## src/rtl/core/sckd_pkg.sv

```systemverilog
// ----------------------------------------------------------------------------
// sckd_pkg: shared types and constants of the scan code to key decoder
// Holds the decoder state and result types, scan code constants, special key
// codes and the printing-key character table.
// ----------------------------------------------------------------------------
`default_nettype none

package sckd_pkg;

	// Scan codes with a fixed meaning
	localparam logic [7:0] SC_ESC        = 8'h01;
	localparam logic [7:0] SC_BKSP       = 8'h0e;
	localparam logic [7:0] SC_TAB        = 8'h0f;
	localparam logic [7:0] SC_ENTER      = 8'h1c;
	localparam logic [7:0] SC_CTRL_MAKE  = 8'h1d;
	localparam logic [7:0] SC_CTRL_BRK   = 8'h9d;
	localparam logic [7:0] SC_LSHIFT_MK  = 8'h2a;
	localparam logic [7:0] SC_RSHIFT_MK  = 8'h36;
	localparam logic [7:0] SC_LSHIFT_BRK = 8'haa;
	localparam logic [7:0] SC_RSHIFT_BRK = 8'hb6;
	localparam logic [7:0] SC_ALT_MAKE   = 8'h38;
	localparam logic [7:0] SC_ALT_BRK    = 8'hb8;
	localparam logic [7:0] SC_SPACE      = 8'h39;
	localparam logic [7:0] SC_CAPS       = 8'h3a;
	localparam logic [7:0] SC_PREFIX     = 8'he0;

	// Extended (prefixed) navigation codes
	localparam logic [7:0] SC_X_PGUP  = 8'h49;
	localparam logic [7:0] SC_X_PGDN  = 8'h51;
	localparam logic [7:0] SC_X_UP    = 8'h48;
	localparam logic [7:0] SC_X_HOME  = 8'h47;
	localparam logic [7:0] SC_X_END   = 8'h4f;
	localparam logic [7:0] SC_X_INS   = 8'h52;
	localparam logic [7:0] SC_X_DEL   = 8'h53;
	localparam logic [7:0] SC_X_LEFT  = 8'h4b;
	localparam logic [7:0] SC_X_DOWN  = 8'h50;
	localparam logic [7:0] SC_X_RIGHT = 8'h4d;

	// Lead byte thresholds for multi-byte gathers
	localparam logic [7:0] LEAD_SHORT = 8'hc0;
	localparam logic [7:0] LEAD_MID   = 8'he0;
	localparam logic [7:0] LEAD_LONG  = 8'hf0;

	// Special key codes
	localparam logic [4:0] SK_NONE     = 5'd0;
	localparam logic [4:0] SK_ESC      = 5'd1;
	localparam logic [4:0] SK_BKSP     = 5'd2;
	localparam logic [4:0] SK_TAB      = 5'd3;
	localparam logic [4:0] SK_ENTER    = 5'd4;
	localparam logic [4:0] SK_CAPS     = 5'd5;
	localparam logic [4:0] SK_SPACE    = 5'd6;
	localparam logic [4:0] SK_SHIFTDN  = 5'd7;
	localparam logic [4:0] SK_SHIFTUP  = 5'd8;
	localparam logic [4:0] SK_PGUP     = 5'd9;
	localparam logic [4:0] SK_PGDN     = 5'd10;
	localparam logic [4:0] SK_UP       = 5'd11;
	localparam logic [4:0] SK_HOME     = 5'd12;
	localparam logic [4:0] SK_END      = 5'd13;
	localparam logic [4:0] SK_INS      = 5'd14;
	localparam logic [4:0] SK_DEL      = 5'd15;
	localparam logic [4:0] SK_LEFT     = 5'd16;
	localparam logic [4:0] SK_DOWN     = 5'd17;
	localparam logic [4:0] SK_RIGHT    = 5'd18;

	// Control part of the decoder state (reset clears it)
	typedef struct packed {
		logic       shift_held;
		logic       ctrl_held;
		logic       alt_held;
		logic       prefix_pending;
		logic [1:0] bytes_still_needed;
		logic [1:0] gather_index;
	} ctl_state_t;

	// Gathered bytes of a multi-byte run
	typedef logic [3:0][7:0] gather_buf_t;

	// One result item
	typedef struct packed {
		logic [4:0] special_key;
		logic [2:0] byte_count;
		logic [7:0] char_first;
		logic [7:0] char_second;
		logic [7:0] char_third;
		logic [7:0] char_fourth;
		logic       shift_now;
		logic       ctrl_now;
		logic       alt_now;
	} result_t;

	// Character pair {shifted, plain} of a printing make code, zero if none
	function automatic logic [15:0] ascii_pair(input logic [7:0] code);
		logic [15:0] pair;
		pair = 16'h0000;
		unique case (code)
			8'h02: pair = {8'h21, 8'h31};
			8'h03: pair = {8'h40, 8'h32};
			8'h04: pair = {8'h23, 8'h33};
			8'h05: pair = {8'h24, 8'h34};
			8'h06: pair = {8'h25, 8'h35};
			8'h07: pair = {8'h5e, 8'h36};
			8'h08: pair = {8'h26, 8'h37};
			8'h09: pair = {8'h2a, 8'h38};
			8'h0a: pair = {8'h28, 8'h39};
			8'h0b: pair = {8'h29, 8'h30};
			8'h0c: pair = {8'h5f, 8'h2d};
			8'h0d: pair = {8'h2b, 8'h3d};
			8'h10: pair = {8'h51, 8'h71};
			8'h11: pair = {8'h57, 8'h77};
			8'h12: pair = {8'h45, 8'h65};
			8'h13: pair = {8'h52, 8'h72};
			8'h14: pair = {8'h54, 8'h74};
			8'h15: pair = {8'h59, 8'h79};
			8'h16: pair = {8'h55, 8'h75};
			8'h17: pair = {8'h49, 8'h69};
			8'h18: pair = {8'h4f, 8'h6f};
			8'h19: pair = {8'h50, 8'h70};
			8'h1a: pair = {8'h7b, 8'h5b};
			8'h1b: pair = {8'h7d, 8'h5d};
			8'h1e: pair = {8'h41, 8'h61};
			8'h1f: pair = {8'h53, 8'h73};
			8'h20: pair = {8'h44, 8'h64};
			8'h21: pair = {8'h46, 8'h66};
			8'h22: pair = {8'h47, 8'h67};
			8'h23: pair = {8'h48, 8'h68};
			8'h24: pair = {8'h4a, 8'h6a};
			8'h25: pair = {8'h4b, 8'h6b};
			8'h26: pair = {8'h4c, 8'h6c};
			8'h27: pair = {8'h3a, 8'h3b};
			8'h28: pair = {8'h22, 8'h27};
			8'h29: pair = {8'h7e, 8'h60};
			8'h2b: pair = {8'h7c, 8'h5c};
			8'h2c: pair = {8'h5a, 8'h7a};
			8'h2d: pair = {8'h58, 8'h78};
			8'h2e: pair = {8'h43, 8'h63};
			8'h2f: pair = {8'h56, 8'h76};
			8'h30: pair = {8'h42, 8'h62};
			8'h31: pair = {8'h4e, 8'h6e};
			8'h32: pair = {8'h4d, 8'h6d};
			8'h33: pair = {8'h3c, 8'h2c};
			8'h34: pair = {8'h3e, 8'h2e};
			8'h35: pair = {8'h3f, 8'h2f};
			8'h56: pair = {8'h3e, 8'h3c};
			default: pair = 16'h0000;
		endcase
		return pair;
	endfunction

endpackage

`default_nettype wire

```

## src/rtl/core/sckd_step.sv

```systemverilog
// ----------------------------------------------------------------------------
// sckd_step: one-byte decode step
// Combinational next state and result for one scan byte, given the current
// modifier, prefix and gather state.
// ----------------------------------------------------------------------------
`default_nettype none

module sckd_step (
	input  wire logic [7:0]           scan_byte,
	input  wire sckd_pkg::ctl_state_t ctl,
	input  wire sckd_pkg::gather_buf_t gbuf,
	output sckd_pkg::ctl_state_t      ctl_nxt,
	output sckd_pkg::gather_buf_t     gbuf_nxt,
	output logic                      has_result,
	output sckd_pkg::result_t         result
);

	logic [15:0] pair;
	logic [7:0]  ascii;
	logic [1:0]  need_left;
	logic [3:0][7:0] chars;
	logic [2:0]  count;
	logic [4:0]  skey;

	assign pair      = sckd_pkg::ascii_pair(scan_byte);
	assign ascii     = ctl.shift_held ? pair[15:8] : pair[7:0];
	assign need_left = ctl.bytes_still_needed - 2'd1;

	// Decode the byte and update the state
	always_comb begin
		ctl_nxt    = ctl;
		gbuf_nxt   = gbuf;
		has_result = 1'b0;
		chars      = '0;
		count      = 3'd0;
		skey       = sckd_pkg::SK_NONE;

		if (ctl.bytes_still_needed != 2'd0) begin
			// Gather in progress: take the byte raw
			gbuf_nxt[ctl.gather_index] = scan_byte;
			ctl_nxt.bytes_still_needed = need_left;
			if (need_left != 2'd0) begin
				ctl_nxt.gather_index = ctl.gather_index + 2'd1;
			end else begin
				has_result = 1'b1;
				count      = {1'b0, ctl.gather_index} + 3'd1;
				for (int k = 0; k < 4; k++) begin
					if (k[1:0] == ctl.gather_index) begin
						chars[k] = scan_byte;
					end else if (k[1:0] < ctl.gather_index) begin
						chars[k] = gbuf[k];
					end
				end
				ctl_nxt.gather_index = 2'd0;
			end
		end else if (ctl.prefix_pending) begin
			// Extended code: navigation keys and right ctrl/alt
			ctl_nxt.prefix_pending = 1'b0;
			has_result = 1'b1;
			unique case (scan_byte)
				sckd_pkg::SC_X_PGUP:    skey = sckd_pkg::SK_PGUP;
				sckd_pkg::SC_X_PGDN:    skey = sckd_pkg::SK_PGDN;
				sckd_pkg::SC_X_UP:      skey = sckd_pkg::SK_UP;
				sckd_pkg::SC_X_HOME:    skey = sckd_pkg::SK_HOME;
				sckd_pkg::SC_X_END:     skey = sckd_pkg::SK_END;
				sckd_pkg::SC_X_INS:     skey = sckd_pkg::SK_INS;
				sckd_pkg::SC_X_DEL:     skey = sckd_pkg::SK_DEL;
				sckd_pkg::SC_X_LEFT:    skey = sckd_pkg::SK_LEFT;
				sckd_pkg::SC_X_DOWN:    skey = sckd_pkg::SK_DOWN;
				sckd_pkg::SC_X_RIGHT:   skey = sckd_pkg::SK_RIGHT;
				sckd_pkg::SC_CTRL_MAKE: ctl_nxt.ctrl_held = 1'b1;
				sckd_pkg::SC_CTRL_BRK:  ctl_nxt.ctrl_held = 1'b0;
				sckd_pkg::SC_ALT_MAKE:  ctl_nxt.alt_held = 1'b1;
				sckd_pkg::SC_ALT_BRK:   ctl_nxt.alt_held = 1'b0;
				default:                skey = sckd_pkg::SK_NONE;
			endcase
		end else begin
			// Plain byte
			has_result = 1'b1;
			unique case (scan_byte)
				sckd_pkg::SC_ESC:   skey = sckd_pkg::SK_ESC;
				sckd_pkg::SC_BKSP:  skey = sckd_pkg::SK_BKSP;
				sckd_pkg::SC_TAB:   skey = sckd_pkg::SK_TAB;
				sckd_pkg::SC_ENTER: skey = sckd_pkg::SK_ENTER;
				sckd_pkg::SC_CAPS:  skey = sckd_pkg::SK_CAPS;
				sckd_pkg::SC_SPACE: skey = sckd_pkg::SK_SPACE;
				sckd_pkg::SC_LSHIFT_MK, sckd_pkg::SC_RSHIFT_MK: begin
					ctl_nxt.shift_held = 1'b1;
					skey = sckd_pkg::SK_SHIFTDN;
				end
				sckd_pkg::SC_LSHIFT_BRK, sckd_pkg::SC_RSHIFT_BRK: begin
					ctl_nxt.shift_held = 1'b0;
					skey = sckd_pkg::SK_SHIFTUP;
				end
				sckd_pkg::SC_CTRL_MAKE: ctl_nxt.ctrl_held = 1'b1;
				sckd_pkg::SC_CTRL_BRK:  ctl_nxt.ctrl_held = 1'b0;
				sckd_pkg::SC_ALT_MAKE:  ctl_nxt.alt_held = 1'b1;
				sckd_pkg::SC_ALT_BRK:   ctl_nxt.alt_held = 1'b0;
				sckd_pkg::SC_PREFIX: begin
					ctl_nxt.prefix_pending = 1'b1;
					has_result = 1'b0;
				end
				default: begin
					priority if (ascii != 8'h00) begin
						chars[0] = ascii;
						count    = 3'd1;
					end else if (scan_byte >= sckd_pkg::LEAD_SHORT) begin
						// Lead byte: start a gather of 1 to 3 more bytes
						has_result  = 1'b0;
						gbuf_nxt[0] = scan_byte;
						ctl_nxt.gather_index = 2'd1;
						priority if (scan_byte >= sckd_pkg::LEAD_LONG) begin
							ctl_nxt.bytes_still_needed = 2'd3;
						end else if (scan_byte >= sckd_pkg::LEAD_MID) begin
							ctl_nxt.bytes_still_needed = 2'd2;
						end else begin
							ctl_nxt.bytes_still_needed = 2'd1;
						end
					end else begin
						chars[0] = scan_byte;
						count    = 3'd1;
					end
				end
			endcase
		end
	end

	// Assemble the result with the updated modifier flags
	always_comb begin
		result.special_key = skey;
		result.byte_count  = count;
		result.char_first  = chars[0];
		result.char_second = chars[1];
		result.char_third  = chars[2];
		result.char_fourth = chars[3];
		result.shift_now   = ctl_nxt.shift_held;
		result.ctrl_now    = ctl_nxt.ctrl_held;
		result.alt_now     = ctl_nxt.alt_held;
	end

endmodule

`default_nettype wire

```

## src/rtl/core/scan_code_to_key_decoder_unit.sv

```systemverilog
// ----------------------------------------------------------------------------
// scan_code_to_key_decoder_unit: set-1 scan code to key event decoder
// Turns raw keyboard scan bytes into ASCII characters, special key codes and
// modifier flags, with extended-prefix and multi-byte gather handling.
// ----------------------------------------------------------------------------
// Usage:
//   Scan bytes enter on the s_ channel (s_tdata[7:0]), one per accepted item.
//   Key events leave on the m_ channel, one item per event. Bytes that only
//   set the extended prefix or feed a multi-byte gather give no item.
//   Path: each taken byte sits in the input register, then moves on into the
//   result register, where m_tvalid rises once a byte that gives a result lands.
//   Throughput: one byte per cycle unless a pending result stalls; the decode
//   is a single table lookup and flag update between the input and result registers.
//   Stall: while m_tready is low and a result waits, the input register holds
//   its byte and s_tready drops once that register is full; nothing is lost.
//   A byte that gives no result also waits until the pending result is taken.
//   Reset: modifiers, prefix and gather state clear; both channels go idle.
// ----------------------------------------------------------------------------
`default_nettype none

module scan_code_to_key_decoder_unit (
	input  wire logic        clk,
	input  wire logic        arst_n,
	input  wire logic        s_tvalid,
	output logic             s_tready,
	input  wire logic [7:0]  s_tdata,   // [7:0] scan_byte
	output logic             m_tvalid,
	input  wire logic        m_tready,
	output logic [47:0]      m_tdata    // [4:0] special_key, [7:5] byte_count,
	                                    // [15:8] char_first, [23:16] char_second,
	                                    // [31:24] char_third, [39:32] char_fourth,
	                                    // [40] shift_now, [41] ctrl_now,
	                                    // [42] alt_now, [47:43] zero
);

	logic                  valid_s1;
	logic [7:0]            byte_s1;
	sckd_pkg::ctl_state_t  ctl_q;
	sckd_pkg::ctl_state_t  ctl_nxt;
	sckd_pkg::gather_buf_t gbuf_q;
	sckd_pkg::gather_buf_t gbuf_nxt;
	logic                  has_result;
	sckd_pkg::result_t     result;
	logic                  out_valid_q;
	sckd_pkg::result_t     result_q;
	logic                  advance;

	// Move the held byte on when the result register can take it
	assign advance  = valid_s1 && (!out_valid_q || m_tready);
	assign s_tready = !valid_s1 || advance;

	// Input register
	always_ff @(posedge clk or negedge arst_n) begin
		if (!arst_n) begin
			valid_s1 <= 1'b0;
		end else if (s_tready) begin
			valid_s1 <= s_tvalid;
		end
	end

	always_ff @(posedge clk) begin
		if (s_tready && s_tvalid) begin
			byte_s1 <= s_tdata;
		end
	end

	sckd_step u_step (
		.scan_byte  (byte_s1),
		.ctl        (ctl_q),
		.gbuf       (gbuf_q),
		.ctl_nxt    (ctl_nxt),
		.gbuf_nxt   (gbuf_nxt),
		.has_result (has_result),
		.result     (result)
	);

	// Decoder state
	always_ff @(posedge clk or negedge arst_n) begin
		if (!arst_n) begin
			ctl_q <= '0;
		end else if (advance) begin
			ctl_q <= ctl_nxt;
		end
	end

	always_ff @(posedge clk) begin
		if (advance) begin
			gbuf_q <= gbuf_nxt;
		end
	end

	// Result register
	always_ff @(posedge clk or negedge arst_n) begin
		if (!arst_n) begin
			out_valid_q <= 1'b0;
		end else if (advance && has_result) begin
			out_valid_q <= 1'b1;
		end else if (m_tready) begin
			out_valid_q <= 1'b0;
		end
	end

	always_ff @(posedge clk) begin
		if (advance && has_result) begin
			result_q <= result;
		end
	end

	assign m_tvalid = out_valid_q;
	assign m_tdata  = {5'b00000,
	                   result_q.alt_now, result_q.ctrl_now, result_q.shift_now,
	                   result_q.char_fourth, result_q.char_third,
	                   result_q.char_second, result_q.char_first,
	                   result_q.byte_count, result_q.special_key};

endmodule

`default_nettype wire
```

## config.mk

```make
export PLATFORM = sky130hd
export DESIGN_NAME = scan_code_to_key_decoder_unit
export DESIGN_NICKNAME = d
export VERILOG_FILES = /design/src/rtl/core/sckd_pkg.sv /design/src/rtl/core/sckd_step.sv /design/src/rtl/core/scan_code_to_key_decoder_unit.sv
export SDC_FILE = /design/constraint.sdc
export NUM_CORES = 1
export LEC_CHECK = 0
export BUFFER_PORTS_ARGS = -buffer_cell sky130_fd_sc_hd__buf_2
export CAP_MARGIN = 20
export CORE_AREA = 2 2 103 105
export CTS_CLUSTER_SIZE = 25
export DETAILED_ROUTE_END_ITERATION = 12
export DIE_AREA = 0 0 105 107
export PLACE_DENSITY = 0.88
export SLEW_MARGIN = 10
export SYNTH_ARGS = -nofsm -noshare
export SYNTH_HDL_FRONTEND = slang
export SYNTH_SLANG_ARGS = --single-unit
```

## constraint.sdc

```tcl
create_clock -name clk -period 5.27 [get_ports clk]
set_input_delay 1.054 -clock clk [delete_from_list [all_inputs] [get_ports clk]]
set_output_delay 1.054 -clock clk [all_outputs]
set_load 0.02 [all_outputs]
```

==> qor_table.md <==
| Group | Quantity | This run |
|---|---|---|
| drt | Total DRC errors in the routed layout | 0 |
| sta | Final Hold Slack | 0.532 ns |
| synth | Synth Warn # | 0 |
| placed design | Number of port buffers | 56 |
| synth | Cell taking the most area after synthesis | sky130_fd_sc_hd__edfxtp_1 |
| drt | Mean routed wirelength per cell | 21.0 um |
| synth | Fraction of the yosys area taken by sequential cells | 46.4% |
| clock network | Number of buffers inserted by hold repair at cts | 0 |
| cells and area | Area added between synthesis and finish | 7.36% |
| power | Total power per unit cell area | 361 nW/um2 |
| clock network | Count of clock tree sinks | 99 |
| synth | Flip-flop and latch count after synthesis | 99 |
| sta | Unrepaired setup endpoints after global routing | no |
| sta | Final Cycle Share | 69.2% |
| clock network | Post-CTS Repair Setup Buffers | 0 |
| grt | GRT Residual Overflow | 0 |
| setup path | Startpoint type of the worst setup path | register |
| clock network | Source-to-sink clock delay at the later pin of the worst-skew pair | 0.37 ns |
| floorplan | I/O pin total | 62 |
| setup path | Cells along the critical path | nor3b_1 > o2111ai_1 > o32ai_1 > or4_1 > o21ai_0 > clkbuf_2 |
| drt | Routed vias/inst | 6.66 |
| floorplan | Initial Utilization | 59.4% |
| synth | Most common library cells after synthesis | sky130_fd_sc_hd__edfxtp_1, sky130_fd_sc_hd__nor2_1, sky130_fd_sc_hd__nand2_1 |
| floorplan | Die footprint | 11200 um2 |
| floorplan | Vertical die dimension | 107 um |
| placed design | Routability-driven placement congestion ratio | 0.940 |
| sta | Transition time at the pin with the least slew margin | 1.08 ns |
| power | Static power due to leakage | 2.44 nW |
| cells and area | Number of fill cells | 820 |
| grt | First-pass GRT wire length | 25700 um |
| clock network | Max H-tree Level | 3 |
| setup path | Arr. time, crit path | 3.73 ns |
| floorplan | Area inside the core boundary | 10100 um2 |
| sta | Clock tree skew after final layout | 0.00740 ns |
| drt | Post-DRT Antenna Nets | 0 |
| clock network | Total clock buffers created by CTS | 9 |
| grt | M2 GR Usage | 50.0% |
| synth | Cell with the most instances after synthesis | sky130_fd_sc_hd__edfxtp_1 |
| setup path | CP max stage delay | 1.08 ns |
| sta | Final max-slew violation count | 0 |
| sta | F_max | 274 MHz |
| floorplan | FP Rows | 37 |
| clock network | Number of buffers on the longest clock path | 2 |
| synth | Top flip-flop cell by instance count after synthesis | sky130_fd_sc_hd__edfxtp_1 |
| grt | M1 GR Usage | 36.8% |
| synth | Number of distinct library cells after synthesis | 73 |
| synth | Instance count of the mapped netlist | 614 |
| sta | Remaining max-slew budget at the tightest pin | 28.1% |
| drt | Routed vias | 5165 |
| synth | Number of synthesized flops with an enable pin | 75 |
| setup path | Slowest library cell on the worst path | sky130_fd_sc_hd__edfxtp_1 |
| floorplan | Die extent in x | 105 um |
| cells and area | Number of antenna diodes | 0 |
| sta | Setup TNS after final layout | 0 ns |
| cells and area | Count of nets after finishing | 664 |
| clock network | CTS clock-pin slew for the worst setup and hold paths | 0.09 ns |
| setup path | Maximum fanout encountered on the critical timing path | 30 |
| drt | 1st-pass router iterations | 5 |
| sta | Final worst-path setup slack | 1.62 ns |
| cells and area | Layout cell share with drive strength beyond 1 | 14.7% |
| setup path | Setup CP Type | register to register |
| worst hold path | Class of the worst hold path | input pin to asynchronous set/reset pin |
| grt | Number of global-route vias before repair | 4905 |
| clock network | Root cell of the clock tree | sky130_fd_sc_hd__clkbuf_8 |
| grt | Global routing's busiest layer | met2 |
| sta | Final Hold Viols | 0 |
| synth | Post-synthesis cell area | 6000 um2 |
| drt | Final Routed Wirelength | 16300 um |
| clock network | Number of cells upsized or downsized after cts | 0 |
| drt | Count of routing violations after the opening detailed-route iteration | 492 |
| grt | Global routing met3 resource utilization | 2.92% |
| setup path | Critical path data required time | 5.35 ns |
| run | Max Cap Violations | 0 |
| placed design | Final HPWL from detailed placement | 11500 um |
| placed design | Worst Setup Slack post-DPL | 1.49 ns |
| grt | Overall global routing resource usage | 29.3% |
| grt | Antenna violations before repair | 0 |
| synth | Async set-or-reset flop fraction in the synthesized netlist | 10.1% |
| synth | Top cells by area in the synthesized netlist | sky130_fd_sc_hd__edfxtp_1, sky130_fd_sc_hd__dfxtp_1, sky130_fd_sc_hd__dfrtp_1 |
| sta | Final critical path time including I/O delays and setup | 3.65 ns |
| sta | Final Setup Violations | 0 |
| synth | Area share of the leading cell type in the synthesized netlist | 37.5% |
| setup path | Endpoint kind of the worst setup timing path | register |
| clock network | CTS tree | done |
| power | Max rail drop VDD | 0.167 mV |
| outcome | Result of the run | finished, final reports clean |
| synth | Synthesized area per cell | 9.77 um2 |
| grt | Maximum number of pins on one net before global-route repair | 45 |
-- final cells by class --
class                           instances  area (um2)  share of cell area [%]
Clock inverter                          7        65.1                    1.01
Multi-Input combinational cell        444        2900                    45.0
Inverter                               19        78.8                    1.22
Clock buffer                            9         124                    1.92
Timing Repair Buffer                   62         323                    5.01
Tap cell                              136         170                    2.64
Sequential cell                        99        2780                    43.2
-- placed cells by master (no fill, tap or decap), types with 17 or more instances in the layout --
cell,synthesis,routed
sky130_fd_sc_hd__mux2i_1,20,20
sky130_fd_sc_hd__a21oi_1,35,35
sky130_fd_sc_hd__ha_1,17,17
sky130_fd_sc_hd__buf_2,7,56
sky130_fd_sc_hd__o21ai_0,29,29
sky130_fd_sc_hd__nand2_1,43,43
sky130_fd_sc_hd__o22ai_1,18,18
sky130_fd_sc_hd__nor2_1,47,47
sky130_fd_sc_hd__edfxtp_1,75,75
sky130_fd_sc_hd__nand3_1,19,19
-- layer usage --
metal	share of wire [%]	wire, um
met1	38	6210
met2	49	7980
met3	8.3	1350
met4	4.7	769
met5	0	0
-- power by group --
part | internal (mW) | total, mW | switching [mW] | leakage, nW
logic | 0.264 | 0.776 | 0.512 | 1.37
clock network | 0.218 | 0.480 | 0.262 | 0.0989
registers | 0.983 | 1.07 | 0.0891 | 0.966
-- critical path, delay by kind of cell, from the launching register on --
family,cells,cell delay (ns)
simple gates,2,0.77
flops,1,1.08
compound gates,3,1.22
buf+inv,1,0.29
-- final timing paths --
kind | startpoint | to | slack [ns] | depth (start not counted)
min reg2reg | ctl_q[5] | ctl_q[5] | 0.53 | 1
min in group clk | ctl_q[5] | ctl_q[5] | 0.53 | 1
max reg2reg | byte_s1[2] | gbuf_q[3] | 1.62 | 6
min | arst_n | valid_s1 | 0.53 | 1
max | byte_s1[2] | gbuf_q[3] | 1.62 | 6
max in group asynchronous | arst_n | ctl_q[6] | 4.52 | 1
-- cell families (layout without fill, tap and decap cells) --
logic type	count (synthesis)	count (layout)	synth area share (%)
AND/OR/NAND/NOR	215	215	19.0
AO/OA/AOI/OAI	177	177	20.2
flip-flops	99	99	46.4
buffers and inverters	75	97	5.78
multiplexers	24	24	4.09
adder cells (fa/ha/maj)	17	17	3.55
XOR/XNOR	6	6	0.876
other	1	5	0.0625
-- through the flow --
| step | util [%] | std cells | power [mW] | instance area [um2] |
|---|---|---|---|---|
| final | 63.8 | 776 | 2.33 | 6440 |
| after global routing | 63.8 | 776 | 2.42 | 6440 |
| after CTS | 63.8 | 775 | 2.31 | 6430 |
| after detailed placement | 61.9 | 759 | 1.85 | 6250 |
| after global placement | 61.9 | 759 | 1.83 | 6250 |
| after floorplan | - | 618 | 1.63 | 6010 |
No activity file was read; power rests on OpenSTA's default activity.
